--- src/rtl/core/chqm_pkg.sv ---
// Shared constants, types and codes for the cell heap queue manager.
package chqm_pkg;

	localparam int CELL_COUNT = 1024;
	localparam int ADDR_W     = $clog2(CELL_COUNT);
	localparam int WORD_BITS  = 16;
	localparam int IO_BITS    = 16;
	localparam int CNT_W      = 11;
	localparam int TOP_W      = ADDR_W + 1;

	localparam logic [ADDR_W-1:0] NIL_ADDR   = ADDR_W'(2);
	localparam logic [ADDR_W-1:0] UNDEF_ADDR = ADDR_W'(3);
	localparam logic [ADDR_W-1:0] EVENT_RST  = ADDR_W'(5);
	localparam logic [TOP_W-1:0]  HEAP_RST   = TOP_W'(28);
	localparam logic [TOP_W-1:0]  HEAP_END   = TOP_W'(CELL_COUNT);
	localparam logic [CNT_W-1:0]  CNT_MAX    = '1;
	localparam logic [WORD_BITS-1:0] FREE_TYPE = WORD_BITS'(-9);

	localparam int F_TYPE = 0;
	localparam int F_HEAD = 1;
	localparam int F_TAIL = 2;
	localparam int F_LINK = 3;

	typedef logic [3:0][WORD_BITS-1:0] cell_t;

	typedef enum logic [2:0] {
		FN_ALLOC = 3'd0,
		FN_FREE  = 3'd1,
		FN_READ  = 3'd2,
		FN_WRITE = 3'd3,
		FN_PUT   = 3'd4,
		FN_POP   = 3'd5
	} func_t;

	typedef enum logic [1:0] {
		ST_OK    = 2'd0,
		ST_OOM   = 2'd1,
		ST_DFREE = 2'd2,
		ST_EMPTY = 2'd3
	} status_t;

	typedef struct packed {
		logic              rd;
		logic [3:0]        we;
		logic [ADDR_W-1:0] addr;
		cell_t             wdata;
	} mem_req_t;

endpackage

--- src/rtl/core/chqm_ctrl.sv ---
// Sequencer: list and queue pointers, read-modify-write of the cell store.
module chqm_ctrl
	import chqm_pkg::*;
(
	input  logic                 clk,
	input  logic                 arst_n,
	input  logic                 start,
	input  logic [2:0]           func,
	input  logic [ADDR_W-1:0]    cell_addr,
	input  logic                 queue_sel,
	input  logic [3:0]           field_mask,
	input  logic signed [IO_BITS-1:0] new_type,
	input  logic signed [IO_BITS-1:0] new_head,
	input  logic signed [IO_BITS-1:0] new_tail,
	input  logic signed [IO_BITS-1:0] new_link,
	input  cell_t                rdata,
	output mem_req_t             req,
	output logic                 busy,
	output logic                 done,
	output status_t              status_o,
	output logic [ADDR_W-1:0]    raddr_o,
	output logic [3:0][IO_BITS-1:0] rdw_o,
	output logic [CNT_W-1:0]     free_count_o
);

	typedef enum logic [1:0] {
		S_IDLE = 2'b01,
		S_EXEC = 2'b10
	} state_t;

	state_t              state_q, state_d;
	func_t               op_q;
	logic [ADDR_W-1:0]   addr_q;
	logic                qsel_q;
	cell_t               words_q;
	logic [ADDR_W-1:0]   free_head_q, free_head_d;
	logic [TOP_W-1:0]    heap_top_q, heap_top_d;
	logic [CNT_W-1:0]    free_cells_q, free_cells_d;
	logic [ADDR_W-1:0]   qhead_q [2];
	logic [ADDR_W-1:0]   qtail_q [2];
	logic [ADDR_W-1:0]   qh_new, qt_new;
	logic                q_wr, q_idx;
	logic                done_q, done_d;
	status_t             status_q, status_d;
	logic [ADDR_W-1:0]   raddr_q, raddr_d;
	logic [3:0][IO_BITS-1:0] rdw_q, rdw_d;
	cell_t               in_words;
	logic                accept;
	logic [ADDR_W-1:0]   rd_link;

	assign accept = start && (state_q == S_IDLE);
	assign rd_link = rdata[F_LINK][ADDR_W-1:0];

	assign in_words[F_TYPE] = WORD_BITS'(new_type);
	assign in_words[F_HEAD] = WORD_BITS'(new_head);
	assign in_words[F_TAIL] = WORD_BITS'(new_tail);
	assign in_words[F_LINK] = WORD_BITS'(new_link);

	always_comb begin
		state_d      = state_q;
		free_head_d  = free_head_q;
		heap_top_d   = heap_top_q;
		free_cells_d = free_cells_q;
		q_wr         = 1'b0;
		q_idx        = qsel_q;
		qh_new       = qhead_q[qsel_q];
		qt_new       = qtail_q[qsel_q];
		req          = '0;
		done_d       = 1'b0;
		status_d     = ST_OK;
		raddr_d      = '0;
		rdw_d        = '0;
		unique case (state_q)
			S_IDLE: begin
				if (accept) begin
					req.addr = cell_addr;
					unique case (func_t'(func))
						FN_ALLOC: begin
							if (free_head_q != NIL_ADDR) begin
								req.rd   = 1'b1;
								req.addr = free_head_q;
								state_d  = S_EXEC;
							end else if (heap_top_q < HEAP_END) begin
								req.we     = 4'hF;
								req.addr   = heap_top_q[ADDR_W-1:0];
								req.wdata  = in_words;
								heap_top_d = heap_top_q + TOP_W'(1);
								raddr_d    = heap_top_q[ADDR_W-1:0];
								done_d     = 1'b1;
							end else begin
								status_d = ST_OOM;
								raddr_d  = UNDEF_ADDR;
								done_d   = 1'b1;
							end
						end
						FN_FREE, FN_READ: begin
							req.rd  = 1'b1;
							state_d = S_EXEC;
						end
						FN_WRITE: begin
							req.we    = field_mask;
							req.wdata = in_words;
							done_d    = 1'b1;
						end
						FN_PUT: begin
							req.we[F_LINK]    = 1'b1;
							req.wdata[F_LINK] = WORD_BITS'(NIL_ADDR);
							state_d           = S_EXEC;
						end
						FN_POP: begin
							if (qhead_q[queue_sel] == NIL_ADDR) begin
								status_d = ST_EMPTY;
								raddr_d  = UNDEF_ADDR;
								done_d   = 1'b1;
							end else begin
								req.rd   = 1'b1;
								req.addr = qhead_q[queue_sel];
								state_d  = S_EXEC;
							end
						end
						default: begin
							done_d = 1'b1;
						end
					endcase
				end
			end
			S_EXEC: begin
				state_d = S_IDLE;
				done_d  = 1'b1;
				req.addr = addr_q;
				unique case (op_q)
					FN_ALLOC: begin
						req.we      = 4'hF;
						req.addr    = free_head_q;
						req.wdata   = words_q;
						raddr_d     = free_head_q;
						free_head_d = rd_link;
						if (free_cells_q != '0) begin
							free_cells_d = free_cells_q - CNT_W'(1);
						end
					end
					FN_FREE: begin
						if (rdata[F_TYPE] == FREE_TYPE) begin
							status_d = ST_DFREE;
						end else begin
							req.we            = 4'hF;
							req.wdata[F_TYPE] = FREE_TYPE;
							req.wdata[F_HEAD] = WORD_BITS'(UNDEF_ADDR);
							req.wdata[F_TAIL] = WORD_BITS'(UNDEF_ADDR);
							req.wdata[F_LINK] = WORD_BITS'(free_head_q);
							free_head_d       = addr_q;
							if (free_cells_q != CNT_MAX) begin
								free_cells_d = free_cells_q + CNT_W'(1);
							end
						end
					end
					FN_READ: begin
						for (int i = 0; i < 4; i++) begin
							rdw_d[i] = rdata[i][IO_BITS-1:0];
						end
					end
					FN_PUT: begin
						q_wr   = 1'b1;
						qt_new = addr_q;
						if (qhead_q[qsel_q] == NIL_ADDR) begin
							qh_new = addr_q;
						end else begin
							req.we[F_LINK]    = 1'b1;
							req.addr          = qtail_q[qsel_q];
							req.wdata[F_LINK] = WORD_BITS'(addr_q);
						end
					end
					FN_POP: begin
						q_wr              = 1'b1;
						qh_new            = rd_link;
						req.we[F_LINK]    = 1'b1;
						req.addr          = qhead_q[qsel_q];
						req.wdata[F_LINK] = WORD_BITS'(NIL_ADDR);
						raddr_d           = qhead_q[qsel_q];
						if (rd_link == NIL_ADDR) begin
							qt_new = NIL_ADDR;
						end
					end
					default: begin
						status_d = ST_OK;
					end
				endcase
			end
			default: begin
				state_d = S_IDLE;
			end
		endcase
	end

	always_ff @(posedge clk or negedge arst_n) begin
		if (!arst_n) begin
			state_q      <= S_IDLE;
			free_head_q  <= NIL_ADDR;
			heap_top_q   <= HEAP_RST;
			free_cells_q <= '0;
			qhead_q[0]   <= EVENT_RST;
			qtail_q[0]   <= EVENT_RST;
			qhead_q[1]   <= NIL_ADDR;
			qtail_q[1]   <= NIL_ADDR;
			done_q       <= 1'b0;
		end else begin
			state_q      <= state_d;
			free_head_q  <= free_head_d;
			heap_top_q   <= heap_top_d;
			free_cells_q <= free_cells_d;
			done_q       <= done_d;
			if (q_wr) begin
				qhead_q[q_idx] <= qh_new;
				qtail_q[q_idx] <= qt_new;
			end
		end
	end

	always_ff @(posedge clk) begin
		status_q <= status_d;
		raddr_q  <= raddr_d;
		rdw_q    <= rdw_d;
		if (accept) begin
			op_q    <= func_t'(func);
			addr_q  <= cell_addr;
			qsel_q  <= queue_sel;
			words_q <= in_words;
		end
	end

	assign busy         = (state_q != S_IDLE);
	assign done         = done_q;
	assign status_o     = status_q;
	assign raddr_o      = raddr_q;
	assign rdw_o        = rdw_q;
	assign free_count_o = free_cells_q;

endmodule

--- config.mk ---
export PLATFORM = sky130hd
export DESIGN_NAME = chqm_ctrl
export DESIGN_NICKNAME = d
export VERILOG_FILES = /design/src/rtl/core/chqm_pkg.sv /design/src/rtl/core/chqm_ctrl.sv
export SDC_FILE = /design/constraint.sdc
export NUM_CORES = 1
export LEC_CHECK = 0
export BUFFER_PORTS_ARGS = -buffer_cell sky130_fd_sc_hd__buf_2
export CELL_PAD_IN_SITES_DETAIL_PLACEMENT = 0
export CELL_PAD_IN_SITES_GLOBAL_PLACEMENT = 1
export CORE_ASPECT_RATIO = 0.9
export CORE_MARGIN = 2
export CORE_UTILIZATION = 42
export CTS_CLUSTER_DIAMETER = 150
export DETAILED_ROUTE_END_ITERATION = 6
export GPL_ROUTABILITY_DRIVEN = 0
export GPL_TIMING_DRIVEN = 0
export MAX_ROUTING_LAYER = met4
export PLACE_DENSITY_LB_ADDON = 0.1
export SYNTH_ARGS = -nofsm -noshare
export SYNTH_HDL_FRONTEND = slang
export SYNTH_SLANG_ARGS = --single-unit
--- constraint.sdc ---
create_clock -name clk -period 9.26 [get_ports clk]
set_input_delay 0.926 -clock clk [delete_from_list [all_inputs] [get_ports clk]]
set_output_delay 0.926 -clock clk [all_outputs]
set_load 0.03 [all_outputs]
* Word-level counts from Yosys, hierarchy flattened
Index checks and enable logic that the tools add are counted.
** Storage, ports and cells
- Register bits after elaboration :: 229
- Input port bits :: 149
- Output and inout bits :: 168
- Word-level logic and storage cells :: 149
** Operators by class
- Add/subtract/negate cells :: 3
- Order comparisons :: 4
- Eq/ne operators :: 25
- Muxes and demuxes :: 77
- Bitwise logic cells :: 3
- Reductions and logical operators :: 15
** Operators with widths (count)
- 10-bit two-way mux :: 20
- 48-bit case mux with 2 select lines :: 2
- 78-bit case mux with 2 select lines :: 1
- 10-bit case mux with 2 select lines :: 7
- 79-bit two-way mux :: 1
- 78-bit two-way mux :: 1
- 64-bit two-way mux :: 1
- 16-bit case mux with 4 select lines :: 1
- 58-bit two-way mux :: 1
- 16-bit case mux with 3 select lines :: 1
- 20-bit bitwise mux :: 2
- 11-bit two-way mux :: 3
- 10-bit by 2-bit equality test with 1-bit output (second input constant) :: 3
- 10-bit case mux with 3 select lines :: 1
- 26-bit two-way mux :: 1
- 11-bit by 1-bit adder with 11-bit output (second input constant) :: 2
- 11-bit case mux with 2 select lines :: 1
- 2-bit two-way mux :: 9
- 16-bit equality test (second input constant) :: 1
- 3-bit equality test (second input constant) :: 4
- 1-bit case mux with 3 select lines :: 4
- 3-bit case mux with 2 select lines :: 2
- 11-bit less-than comparator (second input constant) :: 1
- 1-bit two-way mux :: 11
- other kinds (30) :: 46

* Depth between registers and ports, before layout
- Word-level depth :: 9
- Depth in mapped cells :: 12
- Depth with buffers taken out :: 10

* Least setup slack after synthesis
Ideal clock, no wire load.
- Kind :: input port to output port
- Start :: input start
- End :: output req[64] (netlist bit)
- Arrival :: 3601 ps
- Data required time :: 8334 ps
- Setup slack :: 4733 ps
- Cell stages on the path :: 5
- Path buffers :: 1
- Cells stage by stage :: nand2_1 > inv_1 > nand2b_1 > clkbuf_1 > o22ai_1
** RTL lines
- start: declaration :: RTL line chqm_ctrl.sv:7 : input logic start,
- end: declaration :: RTL line chqm_ctrl.sv:17 : output mem_req_t req,

==> flow_summary.yaml <==
grt:
  gr-usage-met1_pct: 35.4
  grt_pass1_vias: 9421
  gr-usage-all-layers_pct: 27.3
  grtUsageMet2_pct: 42.5
  grt-busiest-layer: "met2"
  antenna_found_initial: 4
  grt_max_degree: 70
  grt_pass1_wl_um: 55300
  met3_usage_pct: 6.58
  gr-total-overflow: 0
synth:
  ys_types: 78
  synth-warning-count: 0
  muxShareOfSynthArea_pct: 4.14
  async_reset_ff_share_pct: 32.8
  synth_ff_type: "edfxtp_1"
  synthAdderAreaFrac_pct: 1.57
  yosysSeqAreaShare_pct: 53.2
  synthXorXnorAreaFrac_pct: 1.38
  synth_top_family_by_area: "compound AO/OA/AOI/OAI gates"
  synth_area_um2: 10800
  syn-num-nets: 1241
  synth_edf_count: 78
  yosys_register_bits: 229
  synth_compound_gate_area_share_pct: 18.5
  postSynthAreaPerCell_um2: 10.0
  synth-simple-area-share_pct: 18.0
  syn_inst: 1079
setup_path:
  worstSetupPathType: "reg2out"
  regToRegSetupSlack_ps: 5780
  cp_max_fo: 10
  crit_arrival_ps: 3470
  cp-start-kind: "flip-flop"
  end_kind: "primary output"
  cp_data_required_time_ps: 8330
floorplan:
  fp-row-count: 55
  die_h_um: 156
  initial_utilization_pct: 42.8
  core-area_um2: 25300
  pin_count: 317
  die_area_um2: 27000
  die_w_um: 173
finish:
  fin_nets: 1586
  area_growth_pct: 26.2
  final_util_pct: 54.1
  drive_gt1_share_pct: 29.8
sta:
  final_max_slew_viol_count: 0
  rsz0062_at_grt: "false"
  setup_viol: 0
  fmax_ghz: 0.227
  hold-worst-slack_ps: 276
  fin_crit_sh_pct: 47.5
  fin_crit_ps: 4400
  finalClockSkew_ps: 11.3
  setup_tns_ps: 0
  slew_headroom_pct: 20.9
  hold_viol: 0
  worst_pin_slew_ps: 1180
detailed_routing:
  ant_nets: 0
  drt_iter0_drc: 906
  viasPerCell: 5.45
  wirelength_um: 36900
  wire_per_inst_um: 20.6
  drt-pass1-iter-count: 5
  via_count: 9744
  drc: 0
clock_tree:
  h-tree-depth: 1
  clock_sinks: 229
  cts_tree: "done"
  cts_root_buf: "clkbuf_16"
  clock_latency_ps: 540
  numCtsBuffers: 25
  cts.clk_slew.worst_paths_ps: 60
  post-cts-setup-buffers: 0
  cts_buffer_depth: 3
  hold_buffers: 0
  post_cts_resized: 0
power_and_ir_drop:
  pwr-share-seq_pct: 40.9
  p_int_mw: 2.25
  vdd_ir_drop_max_mv: 0.155
  combinationalPowerShare_pct: 34.1
  pwr-share-clk_pct: 25.0
  p_sw_mw: 1.50
  leakage_nw: 6.09
  power-per-cell-area_nw_per_um2: 274
  swShare_pct: 40.0
placement:
  port_buffers: 316
  hpwl_um: 27800
run:
  maxCapViolCount: 0
hold_path:
  hold_class: "in2async"
status:
  outcome: "finished clean"
## cells by family (layout without fill, tap and decap cells)
kind of cell,Yosys count,after routing
AOI/OAI and AO/OA,307,307
xor gates and xnor gates,17,17
adders and majority gates,13,13
buffers and inverters,80,444
DFF,229,229
muxes,43,43
other,0,4
and+or+nand+nor,390,390
## layout by cell type (no fill, tap or decap), types with 4 or more instances in the layout
cell type,count
mux2i_1,29
a211oi_1,4
o21a_1,6
a221o_1,6
clkinv_2,8
clkbuf_16,25
mux2_2,14
a222oi_1,9
inv_1,8
xor2_1,5
nand2_1,128
a21o_1,8
nor3_1,7
o21ai_0,87
o22ai_1,6
dfrtp_1,64
o221ai_1,6
o21ai_1,25
buf_2,326
a22oi_1,43
nand4_1,19
xnor2_1,12
buf_4,7
a21oi_1,63
and2_1,67
diode_2,4
nand3_1,10
ha_1,12
dfxtp_1,76
nor2_1,112
clkbuf_1,54
a2bb2oi_1,9
and3_1,10
a221oi_1,5
nor4_2,5
edfxtp_1,78
o211ai_1,4
dfstp_2,11
## worst max-delay path, cell delays in order (launching register included)
cell and delay [ps]:
dfstp_2 540, inv_1 50, ha_1 260, clkbuf_1 530, nand2b_1 190, clkbuf_1 390, clkbuf_1 420, a211oi_1 90
o21ai_1 120, nand3_1 130, buf_2 200
## power by group through the flow
stage / Clock (mW) / Combinational, mW / Sequential, mW
final: 0.938 / 1.28 / 1.53
after global routing: 0.994 / 1.39 / 1.56
after CTS: 0.955 / 1.28 / 1.52
after detailed placement: 0 / 1.27 / 1.54
after global placement: 0 / 1.24 / 1.55
after floorplan: 0 / 0.812 / 1.52
## routing by layer
metal	share of wire (%)	wire [um]
met1	42	15500
met2	47	17300
met3	8.3	3080
met4	2.8	1050
met5	0	0
## sequential cells by signal (all words and copies together), names as in the netlist, 2 cells and up
name / flops
qhead_q: 20
heap_top_q: 11
addr_q: 10
free_count_o: 11
op_q: 3
free_head_q: 10
status_o: 2
state_q: 2
raddr_o: 10
rdw_o: 64
words_q: 64
qtail_q: 20
## cell type report
class	instances	area, um^2
Antenna cell	4	10.0
Clock inverter	13	82.6
Multi-Input combinational cell	770	4710
Fill cell	2420	11600
Tap cell	342	428
Clock buffer	33	676
Timing Repair Buffer	318	1640
Inverter	12	47.5
Buffer	68	300
Sequential cell	229	5750
## final timing paths
path	from	endpoint	depth (start not counted)
setup / recovery	state_q[0]$_DFFE_PN1P_	req[65]	10
max in group asynchronous	arst_n	free_head_q[1]$_DFFE_PN1P_	2
min in group clk	qtail_q[1]$_DFFE_PN1P_	qtail_q[1]$_DFFE_PN1P_	2
setup reg to reg	op_q[1]$_DFFE_PP_	free_count_o[10]$_DFFE_PN0P_	12
hold / removal	arst_n	qhead_q[4]$_DFFE_PN0P_	1
hold reg to reg	qtail_q[1]$_DFFE_PN1P_	qtail_q[1]$_DFFE_PN1P_	2
## synthesized netlist by cell type (4+ instances only)
master	instances	area share, %
mux2_2	14	1.5
and2_1	67	3.9
dfxtp_1	76	14
a221o_1	6	0.56
a2bb2oi_1	9	0.73
ha_1	12	1.4
o21ai_1	25	1.2
xor2_1	5	0.40
inv_1	9	0.31
nor2_1	112	3.9
and3_1	10	0.58
nand4_1	19	1.1
o211ai_1	4	0.28
xnor2_1	12	0.97
a221oi_1	5	0.40
dfrtp_1	64	15
buf_4	6	0.42
edfxtp_1	78	22
a22oi_1	43	3.0
nand3_1	10	0.46
clkbuf_1	48	1.7
a211oi_1	4	0.28
mux2i_1	29	2.7
o22ai_1	6	0.35
o21ai_0	87	4.0
buf_2	11	0.51
dfstp_2	11	2.7
a222oi_1	9	0.83
nor4_2	5	0.58
a21oi_1	63	2.9
o221ai_1	6	0.49
nand2_1	128	4.4
a21o_1	8	0.56
nor3_1	7	0.32
o21a_1	6	0.42
## metrics by stage
step	instance area [um^2]	power (mW)	std cells	setup WS (ps)
after floorplan	10800	2.33	1079	4730
after global placement	12800	2.79	1737	3630
after detailed placement	12900	2.81	1739	5290
after CTS	13600	3.75	1785	4810
after global routing	13600	3.94	1788	4640
final	13700	3.75	1789	4860
Note: power is estimated with default switching activity, not from simulation.
